## src/design/utcc_pkg.sv

```systemverilog
// Types, operation codes and calendar table for the Unix time calendar converter.
`default_nettype none

package utcc_pkg;

    localparam logic OP_TO_SECONDS  = 1'b0;
    localparam logic OP_TO_CALENDAR = 1'b1;

    typedef struct packed {
        logic        operation;
        logic [31:0] unix_seconds;
        logic [11:0] cal_year;
        logic [3:0]  cal_month;
        logic [4:0]  cal_day;
        logic [4:0]  cal_hour;
        logic [5:0]  cal_minute;
        logic [5:0]  cal_second;
    } req_t;

    typedef struct packed {
        logic [31:0] out_seconds;
        logic [11:0] out_year;
        logic [3:0]  out_month;
        logic [4:0]  out_day;
        logic [4:0]  out_hour;
        logic [5:0]  out_minute;
        logic [5:0]  out_second;
        logic        clamped;
    } rsp_t;

    // First day-of-year of each March-based month: (153 * mp + 2) / 5
    function automatic logic [8:0] month_start(input logic [3:0] mp);
        logic [8:0] result;
        case (mp)
            4'd0:    result = 9'd0;
            4'd1:    result = 9'd31;
            4'd2:    result = 9'd61;
            4'd3:    result = 9'd92;
            4'd4:    result = 9'd122;
            4'd5:    result = 9'd153;
            4'd6:    result = 9'd184;
            4'd7:    result = 9'd214;
            4'd8:    result = 9'd245;
            4'd9:    result = 9'd275;
            4'd10:   result = 9'd306;
            4'd11:   result = 9'd337;
            4'd12:   result = 9'd367;
            4'd13:   result = 9'd398;
            4'd14:   result = 9'd428;
            4'd15:   result = 9'd459;
            default: result = 9'd0;
        endcase
        return result;
    endfunction

endpackage

`default_nettype wire

```

## src/design/unix_time_calendar_converter.sv

```systemverilog
// Top level: pipelined converter between 32-bit Unix seconds and Gregorian date-time.
`default_nettype none

// One request word in, one response word out. Operation 0 turns a calendar
// date-time into seconds since 1970-01-01 00:00:00 (clamped to 0 before the
// epoch, saturated above 32 bits, with clamped set); operation 1 splits
// seconds into year, month, day, hour, minute and second. No time zones, no
// leap seconds, calendar fields are not range checked. The converter is a
// nine-register pipeline (input register, seven arithmetic stages, response
// register): a word is taken every cycle when nothing stalls. The depth is
// set by the chain of constant-reciprocal divisions in the seconds-to-calendar
// path. Stages hold their word under rsp_stall and empty stages keep
// filling, so req_stall rises only when every stage is full.
module unix_time_calendar_converter (
    input  wire logic           clk,
    input  wire logic           rst_n,
    input  wire logic           req_valid,
    output logic                req_stall,
    input  wire utcc_pkg::req_t req_word,
    output logic                rsp_valid,
    input  wire logic           rsp_stall,
    output utcc_pkg::rsp_t      rsp_word
);
    import utcc_pkg::*;

    localparam int NUM_STAGES = 9;

    localparam logic [25:0] DAY_RECIP     = 26'd50903317;  // 2^35 / 675
    localparam logic [9:0]  ERA_RECIP     = 10'd656;       // 2^14 / 25
    localparam logic [13:0] HOUR_RECIP    = 14'd9321;      // 2^21 / 225
    localparam logic [16:0] QUAD_RECIP    = 17'd91930;     // 2^25 / 365
    localparam logic [10:0] MIN_RECIP     = 11'd1093;      // 2^14 / 15
    localparam logic [18:0] YEAR_RECIP    = 19'd367720;    // 2^27 / 365
    localparam logic [13:0] MONTH_MUL     = 14'd8570;      // 5 * 1714, 2^18 / 153
    localparam logic [11:0] MONTH_ADD     = 12'd3428;      // 2 * 1714
    localparam logic [16:0] DAY_SECONDS   = 17'd86400;
    localparam logic [15:0] ERA5_DAY      = 16'd11017;     // first day of era 5
    localparam logic [17:0] ERA4_OFFSET   = 18'd135080;
    localparam logic [17:0] ERA_LAST_DAY  = 18'd146096;
    localparam logic [21:0] EPOCH_OFFSET  = 22'd865566;    // biased era, biased day

    typedef struct packed {
        logic        op;
        logic [31:0] u;
        logic [15:0] days;
        logic [12:0] ye;
        logic [3:0]  erap;
        logic [8:0]  doyp;
        logic [16:0] tod;
    } s1_t;

    typedef struct packed {
        logic        op;
        logic [16:0] rem;
        logic        era5;
        logic [17:0] doe;
        logic [8:0]  yoe0;
        logic [3:0]  erap;
        logic [8:0]  doyp;
        logic [16:0] tod;
    } s2_t;

    typedef struct packed {
        logic        op;
        logic [16:0] rem;
        logic [4:0]  hour;
        logic [17:0] doe;
        logic        era5;
        logic [6:0]  dq1460;
        logic [2:0]  dq36524;
        logic        dlast;
        logic [17:0] doep;
        logic [3:0]  erap;
        logic [16:0] tod;
    } s3_t;

    typedef struct packed {
        logic        op;
        logic [11:0] r2;
        logic [4:0]  hour;
        logic [17:0] n;
        logic [17:0] doe;
        logic        era5;
        logic [21:0] days0;
        logic [16:0] tod;
    } s4_t;

    typedef struct packed {
        logic        op;
        logic [11:0] r2;
        logic [4:0]  hour;
        logic [5:0]  minute;
        logic [8:0]  yoe;
        logic [17:0] doe;
        logic        era5;
        logic [38:0] secs;
    } s5_t;

    typedef struct packed {
        logic        op;
        logic [4:0]  hour;
        logic [5:0]  minute;
        logic [5:0]  second;
        logic [8:0]  doy;
        logic [11:0] yr;
        logic [31:0] secs_out;
        logic        clamped;
    } s6_t;

    typedef struct packed {
        logic        op;
        logic [4:0]  hour;
        logic [5:0]  minute;
        logic [5:0]  second;
        logic [8:0]  doy;
        logic [3:0]  mp;
        logic [11:0] yr;
        logic [31:0] secs_out;
        logic        clamped;
    } s7_t;

    logic [NUM_STAGES-1:0] valid_reg;
    logic [NUM_STAGES:0]   ready;

    req_t s0_reg;
    s1_t  s1_reg, s1_next;
    s2_t  s2_reg, s2_next;
    s3_t  s3_reg, s3_next;
    s4_t  s4_reg, s4_next;
    s5_t  s5_reg, s5_next;
    s6_t  s6_reg, s6_next;
    s7_t  s7_reg, s7_next;
    rsp_t s8_reg, s8_next;

    // ---------------- flow control ----------------
    always_comb
    begin
        ready[NUM_STAGES] = !rsp_stall;
        for (int i = NUM_STAGES - 1; i >= 0; i--)
        begin
            ready[i] = !valid_reg[i] || ready[i+1];
        end
    end

    assign req_stall = !ready[0];
    assign rsp_valid = valid_reg[NUM_STAGES-1];
    assign rsp_word  = s8_reg;

    always_ff @(posedge clk or negedge rst_n)
    begin
        if (!rst_n)
        begin
            valid_reg <= '0;
        end
        else
        begin
            if (ready[0])
            begin
                valid_reg[0] <= req_valid;
            end
            for (int i = 1; i < NUM_STAGES; i++)
            begin
                if (ready[i])
                begin
                    valid_reg[i] <= valid_reg[i-1];
                end
            end
        end
    end

    // ---------------- stage 1: days, era, day of year, time of day ----------------
    logic [50:0] day_prod;
    logic [18:0] era_prod;
    logic [3:0]  mp0;

    always_comb
    begin
        day_prod     = 51'(s0_reg.unix_seconds[31:7]) * 51'(DAY_RECIP);
        s1_next.op   = s0_reg.operation;
        s1_next.u    = s0_reg.unix_seconds;
        s1_next.days = day_prod[50:35];
        s1_next.ye   = 13'(s0_reg.cal_year) + 13'd400
                       - 13'(s0_reg.cal_month <= 4'd2);
        era_prod     = 19'(s1_next.ye[12:4]) * 19'(ERA_RECIP);
        s1_next.erap = era_prod[17:14];
        mp0          = (s0_reg.cal_month > 4'd2) ? s0_reg.cal_month - 4'd3
                                                 : s0_reg.cal_month + 4'd9;
        s1_next.doyp = month_start(mp0) + 9'(s0_reg.cal_day);
        s1_next.tod  = 17'(s0_reg.cal_hour) * 17'd3600
                       + 17'(s0_reg.cal_minute) * 17'd60
                       + 17'(s0_reg.cal_second);
    end

    // ---------------- stage 2: second of day, day of era ----------------
    logic [31:0] day_base;

    always_comb
    begin
        day_base     = 32'(s1_reg.days) * 32'(DAY_SECONDS);
        s2_next.op   = s1_reg.op;
        s2_next.rem  = 17'(s1_reg.u - day_base);
        s2_next.era5 = s1_reg.days >= ERA5_DAY;
        s2_next.doe  = s2_next.era5 ? 18'(s1_reg.days) - 18'(ERA5_DAY)
                                    : 18'(s1_reg.days) + ERA4_OFFSET;
        s2_next.yoe0 = 9'(s1_reg.ye - 13'(s1_reg.erap) * 13'd400);
        s2_next.erap = s1_reg.erap;
        s2_next.doyp = s1_reg.doyp;
        s2_next.tod  = s1_reg.tod;
    end

    // ---------------- stage 3: hour, leap corrections ----------------
    logic [26:0] hour_prod;
    logic [33:0] quad_prod;
    logic [1:0]  c100_a;

    always_comb
    begin
        hour_prod       = 27'(s2_reg.rem[16:4]) * 27'(HOUR_RECIP);
        quad_prod       = 34'(s2_reg.doe[17:2]) * 34'(QUAD_RECIP);
        c100_a          = 2'(s2_reg.yoe0 >= 9'd100) + 2'(s2_reg.yoe0 >= 9'd200)
                          + 2'(s2_reg.yoe0 >= 9'd300);
        s3_next.op      = s2_reg.op;
        s3_next.rem     = s2_reg.rem;
        s3_next.hour    = hour_prod[25:21];
        s3_next.doe     = s2_reg.doe;
        s3_next.era5    = s2_reg.era5;
        s3_next.dq1460  = quad_prod[31:25];
        s3_next.dq36524 = 3'(s2_reg.doe >= 18'd36524) + 3'(s2_reg.doe >= 18'd73048)
                          + 3'(s2_reg.doe >= 18'd109572)
                          + 3'(s2_reg.doe >= ERA_LAST_DAY);
        s3_next.dlast   = s2_reg.doe == ERA_LAST_DAY;
        s3_next.doep    = 18'(s2_reg.yoe0) * 18'd365 + 18'(s2_reg.yoe0[8:2])
                          - 18'(c100_a) + 18'(s2_reg.doyp);
        s3_next.erap    = s2_reg.erap;
        s3_next.tod     = s2_reg.tod;
    end

    // ---------------- stage 4: second of hour, year numerator, signed days ----------------
    always_comb
    begin
        s4_next.op    = s3_reg.op;
        s4_next.r2    = 12'(s3_reg.rem - 17'(s3_reg.hour) * 17'd3600);
        s4_next.hour  = s3_reg.hour;
        s4_next.n     = s3_reg.doe - 18'(s3_reg.dq1460) + 18'(s3_reg.dq36524)
                        - 18'(s3_reg.dlast);
        s4_next.doe   = s3_reg.doe;
        s4_next.era5  = s3_reg.era5;
        s4_next.days0 = 22'(s3_reg.erap) * 22'd146097 + 22'(s3_reg.doep)
                        - EPOCH_OFFSET;
        s4_next.tod   = s3_reg.tod;
    end

    // ---------------- stage 5: minute, year of era, total seconds ----------------
    logic [20:0] min_prod;
    logic [36:0] year_prod;

    always_comb
    begin
        min_prod       = 21'(s4_reg.r2[11:2]) * 21'(MIN_RECIP);
        year_prod      = 37'(s4_reg.n) * 37'(YEAR_RECIP);
        s5_next.op     = s4_reg.op;
        s5_next.r2     = s4_reg.r2;
        s5_next.hour   = s4_reg.hour;
        s5_next.minute = min_prod[19:14];
        s5_next.yoe    = year_prod[35:27];
        s5_next.doe    = s4_reg.doe;
        s5_next.era5   = s4_reg.era5;
        s5_next.secs   = 39'($signed({{17{s4_reg.days0[21]}}, s4_reg.days0})
                             * 39'sd86400 + $signed({22'd0, s4_reg.tod}));
    end

    // ---------------- stage 6: second, day of year, year, clamp ----------------
    logic [1:0]  c100_b;
    logic [17:0] year_start;

    always_comb
    begin
        c100_b         = 2'(s5_reg.yoe >= 9'd100) + 2'(s5_reg.yoe >= 9'd200)
                         + 2'(s5_reg.yoe >= 9'd300);
        year_start     = 18'(s5_reg.yoe) * 18'd365 + 18'(s5_reg.yoe[8:2]) - 18'(c100_b);
        s6_next.op     = s5_reg.op;
        s6_next.hour   = s5_reg.hour;
        s6_next.minute = s5_reg.minute;
        s6_next.second = 6'(s5_reg.r2 - 12'(s5_reg.minute) * 12'd60);
        s6_next.doy    = 9'(s5_reg.doe - year_start);
        s6_next.yr     = 12'(s5_reg.yoe) + (s5_reg.era5 ? 12'd2000 : 12'd1600);
        if (s5_reg.secs[38])
        begin
            s6_next.secs_out = '0;
            s6_next.clamped  = 1'b1;
        end
        else if (|s5_reg.secs[37:32])
        begin
            s6_next.secs_out = '1;
            s6_next.clamped  = 1'b1;
        end
        else
        begin
            s6_next.secs_out = s5_reg.secs[31:0];
            s6_next.clamped  = 1'b0;
        end
    end

    // ---------------- stage 7: March-based month ----------------
    logic [21:0] month_prod;

    always_comb
    begin
        month_prod       = 22'(s6_reg.doy) * 22'(MONTH_MUL) + 22'(MONTH_ADD);
        s7_next.op       = s6_reg.op;
        s7_next.hour     = s6_reg.hour;
        s7_next.minute   = s6_reg.minute;
        s7_next.second   = s6_reg.second;
        s7_next.doy      = s6_reg.doy;
        s7_next.mp       = month_prod[21:18];
        s7_next.yr       = s6_reg.yr;
        s7_next.secs_out = s6_reg.secs_out;
        s7_next.clamped  = s6_reg.clamped;
    end

    // ---------------- stage 8: day, civil month, response word ----------------
    logic [3:0] civil_month;

    always_comb
    begin
        civil_month = (s7_reg.mp < 4'd10) ? s7_reg.mp + 4'd3 : s7_reg.mp - 4'd9;
        s8_next     = '0;
        if (s7_reg.op == OP_TO_SECONDS)
        begin
            s8_next.out_seconds = s7_reg.secs_out;
            s8_next.clamped     = s7_reg.clamped;
        end
        else
        begin
            s8_next.out_year   = s7_reg.yr + 12'(civil_month <= 4'd2);
            s8_next.out_month  = civil_month;
            s8_next.out_day    = 5'(s7_reg.doy - month_start(s7_reg.mp) + 9'd1);
            s8_next.out_hour   = s7_reg.hour;
            s8_next.out_minute = s7_reg.minute;
            s8_next.out_second = s7_reg.second;
        end
    end

    // ---------------- payload registers ----------------
    always_ff @(posedge clk)
    begin
        if (ready[0] && req_valid)
        begin
            s0_reg <= req_word;
        end
        if (ready[1] && valid_reg[0])
        begin
            s1_reg <= s1_next;
        end
        if (ready[2] && valid_reg[1])
        begin
            s2_reg <= s2_next;
        end
        if (ready[3] && valid_reg[2])
        begin
            s3_reg <= s3_next;
        end
        if (ready[4] && valid_reg[3])
        begin
            s4_reg <= s4_next;
        end
        if (ready[5] && valid_reg[4])
        begin
            s5_reg <= s5_next;
        end
        if (ready[6] && valid_reg[5])
        begin
            s6_reg <= s6_next;
        end
        if (ready[7] && valid_reg[6])
        begin
            s7_reg <= s7_next;
        end
        if (ready[8] && valid_reg[7])
        begin
            s8_reg <= s8_next;
        end
    end

`ifndef SYNTHESIS
    // input is held off only when the whole pipeline is full
    a_stall_only_when_full: assert property (@(posedge clk) disable iff (!rst_n)
        req_stall |-> &valid_reg)
        else $error("req_stall with an empty pipeline stage");

    // a calendar response never carries seconds or the clamp flag
    a_calendar_word_clean: assert property (@(posedge clk) disable iff (!rst_n)
        rsp_valid && rsp_word.out_month != 4'd0
        |-> rsp_word.out_seconds == 32'd0 && !rsp_word.clamped)
        else $error("calendar word carries seconds fields");

    // split fields stay in calendar range
    a_calendar_range: assert property (@(posedge clk) disable iff (!rst_n)
        rsp_valid && rsp_word.out_year != 12'd0
        |-> rsp_word.out_month >= 4'd1 && rsp_word.out_month <= 4'd12
            && rsp_word.out_day >= 5'd1 && rsp_word.out_hour <= 5'd23
            && rsp_word.out_minute <= 6'd59 && rsp_word.out_second <= 6'd59)
        else $error("calendar field out of range");

    // a clamped result is either zero or all ones
    a_clamp_value: assert property (@(posedge clk) disable iff (!rst_n)
        rsp_valid && rsp_word.clamped
        |-> rsp_word.out_seconds == 32'd0 || rsp_word.out_seconds == 32'hFFFF_FFFF)
        else $error("clamped result not at a limit");
`endif

endmodule

`default_nettype wire
```

## config.mk

```make
export PLATFORM = sky130hd
export DESIGN_NAME = unix_time_calendar_converter
export DESIGN_NICKNAME = d
export VERILOG_FILES = /design/src/design/utcc_pkg.sv /design/src/design/unix_time_calendar_converter.sv
export SDC_FILE = /design/constraint.sdc
export NUM_CORES = 2
export LEC_CHECK = 0
export ABC_CLOCK_PERIOD_IN_PS = 18800
export BUFFER_PORTS_ARGS = -buffer_cell sky130_fd_sc_hd__buf_2
export CAP_MARGIN = 0
export CORE_UTILIZATION = 45
export CTS_CLUSTER_DIAMETER = 120
export DETAILED_ROUTE_END_ITERATION = 7
export PLACE_DENSITY = 0.66
export SKIP_LAST_GASP = 1
export SYNTH_ARGS = -nofsm -noshare
export SYNTH_HDL_FRONTEND = slang
export SYNTH_SLANG_ARGS = --single-unit
export TNS_END_PERCENT = 20
```

## constraint.sdc

```tcl
create_clock -name clk -period 18.8 [get_ports clk]
set_input_delay 2.82 -clock clk [delete_from_list [all_inputs] [get_ports clk]]
set_output_delay 2.82 -clock clk [all_outputs]
set_load 0.03 [all_outputs]
```

==> results.md <==
- Syn. warnings: 0
- EDFF count, synth: 683
- Post-CTS setup buffer count: 0
- Kind of critical path: primary input to primary output
- Fillers: approximately 12,000
- CTS buffer count: 83
- Core Footprint: 142,000 sq um
- Layout Cells excl Fill: 7,681
- Vias: 37,400
- CTS tree: yes
- IO Count: roughly 150
- Tmin final: 7.28 ns
- Yosys top cell area share: 31.9%
- Post-CTS sizing: 0
- Post-detail-place hpwl: 99,200 um
- Vias in the first global route: 39,300
- Total routed wirelength: 120,000 um
- Main synth FF type: edfxtp_1
- Clk_lat worst skew: 0.72 ns
- H-tree levels: 3
- Worst Setup End Kind: primary output
- Site row count: 138
- Clock Skew: 0.0428 ns
- Nets: 7,680
- Remaining routing DRC violations: 0
- Routed vias/inst: 4.87
- Worst-path clk slew: 0.06 ns
- Initial antenna violation count: 6
- GPL Wtd Cong: 0.873
- DRT iter0 DRCs: 1,436
- Slew margin rel.: between 20% and 30%
- Synth Instances: 5,512
- Die X: 380 um
- CP Launch Type: primary input
- I/O Buffers: 147
- Synthesis-to-finish area growth: 9.39%
- Synth Net Count: 7,468
- Hold Crit Class: flop to flop
- CP Data Arrival Time: between 4 and 5 ns
- Commonest non-fill, non-tap cell in the layout: inv_1
- Clock root cell: clkbuf_16
- Die Y: 380 um
- Post-synthesis sequential area ratio: 32.4%
- Final number of setup-violating endpoints: 0
- Post-synth ARST share: 1.29%
- Largest net degree at the start of global routing: 72
- RSZ-0062 raised after global routing: false
- Cts hold-fix bufs: 0
- Period Utilization, post-route: 38.7%
- Worst-Margin Slew: 1.05 ns
- Cell Area, Synth: 64,200 sq um
- Status: finished clean
- Maximum clock insertion buffer count: 3
- Drt wl/cell: 15.6 um
- Remaining antenna violation count after routing: 0
- Largest area contributor in the netlist: edfxtp_1
- Die Area: approximately 140,000 sq um
- Setup TNS: 0 ns
- Max reg flops: just under 90
- WP data required: 15.98 ns
- Grt total ovfl: 0
- CTS sink count: between 600 and 700
- Ant diodes: 0
- DP Cell Count: 7,529
- Largest cells by area after synthesis: edfxtp_1, ha_1, fa_1, inv_1, xnor2_1
- Fmax: 137 MHz
- TritonRoute pass-1 iters: 5
- Yosys reg bits: 697
- Peak fanout along the critical path: 5
- Yosys cell types: 95
- Slew Limit Fails: 0
- Final Hold Fails: 0
- Synth Area per Inst: 11.6 sq um
- GRT Overall Usage: 17.2%
- Placed Instance Area: between 60,000 and 70,000 sq um
- Max-cap violations: 0
- Most frequent cells in the layout: inv_1, ha_1, edfxtp_1
- Fraction of layout cells with a size suffix above 1: between 6 and 7%
- Initial core utilization: 45.4%
- First-pass GRT wire length: 200,000 um
- Fin area: 70,200 sq um
[area by class of cell]
| class | count | area [sq um] | area share, % |
|---|---|---|---|
| tap | 1890 | 2360 | 3.37 |
| multi-input combinational | 3442 | 38300 | 54.5 |
| clock inverter | 54 | 714 | 1.02 |
| sequential | 697 | 20800 | 29.7 |
| clock buffer | 98 | 2180 | 3.11 |
| timing repair buffer | 164 | 863 | 1.23 |
| inverter | 1336 | 5010 | 7.14 |
[routing by layer]
metal  global-route usage [%]  routed length (um)
met3                     2.37                3680
met4                     4.29                2780
met1                     22.9               55700
met2                     29.4               57800
met5                        0                  13
[cells in the mapped netlist, types with 4 or more instances]
cell type and instances:
o2111ai_1 6, a22oi_1 5, nand4_1 18, a21oi_1 165, mux2i_1 9, nand2_1 130, o21bai_1 46, nor2_1 197
o311ai_0 4, a41o_1 6, or3_1 14, o22ai_1 5, nand2b_1 30, xnor2_1 222, dfxtp_1 5, and2_1 49
a311oi_1 4, xor2_1 71, or2_2 11, nand3b_1 6, nor2b_1 62, ha_1 1261, o21ai_0 88, and3_1 17
o41ai_1 5, clkbuf_1 32, o21a_1 23, a21o_1 80, fa_1 620, dfrtp_1 9, nand4b_1 5, a21boi_0 11
o211a_1 6, nand3_1 53, o211ai_1 16, o31a_1 7, nor3_1 46, a211o_1 8, edfxtp_1 683, a31oi_1 16
o31ai_1 11, nor4_1 12, inv_1 1335, a211oi_1 20
[cell families (layout without fill, tap and decap cells)]
logic type | Yosys count | after routing | share of synthesized area, %
buffers and inverters | 1373 | 1652 | 8.04
adders and majority gates | 1881 | 1881 | 43.9
AOI/OAI and AO/OA | 582 | 582 | 6.12
muxes | 12 | 12 | 0.193
xor gates and xnor gates | 296 | 296 | 4.08
DFF | 697 | 697 | 32.4
and+or+nand+nor | 671 | 671 | 5.21
[worst paths after layout]
path,from,endpoint,slack [ns],cells past startpoint
setup reg to reg,s0_reg[66]$_DFFE_PP_,s1_reg[58]$_DFFE_PP_,11.59,22
hold reg to reg,s6_reg[70]$_DFFE_PP_,s7_reg[74]$_DFFE_PP_,0.39,0
min in group asynchronous,rst_n,valid_reg[8]$_DFFE_PN0P_,1.96,1
max in group asynchronous,rst_n,valid_reg[3]$_DFFE_PN0P_,16.66,1
setup / recovery,rsp_stall,req_stall,11.52,8
hold / removal,s6_reg[70]$_DFFE_PP_,s7_reg[74]$_DFFE_PP_,0.39,0
[worst max-delay path, stage by stage]
cell,delay [ns]
buf_2,0.13
nand4_1,0.15
nor2_1,0.45
nand3_1,0.17
nor2_1,0.30
nand3_1,0.18
inv_1,0.07
buf_2,0.19
[through the flow]
| stage | util [%] | hold WS, ns | setup WS, ns |
|---|---|---|---|
| floorplan | - | 0.400 | 10.20 |
| global placement | 47.6 | 0.401 | 11.56 |
| detailed placement | 47.6 | 0.405 | 11.53 |
| CTS | 49.6 | 0.383 | 11.51 |
| global route | 49.6 | 0.393 | 11.25 |
| finish | 49.6 | 0.393 | 11.52 |
Power is not shown: default switching activity piles up to over one toggle a cycle in this logic, so the estimate is an artifact.
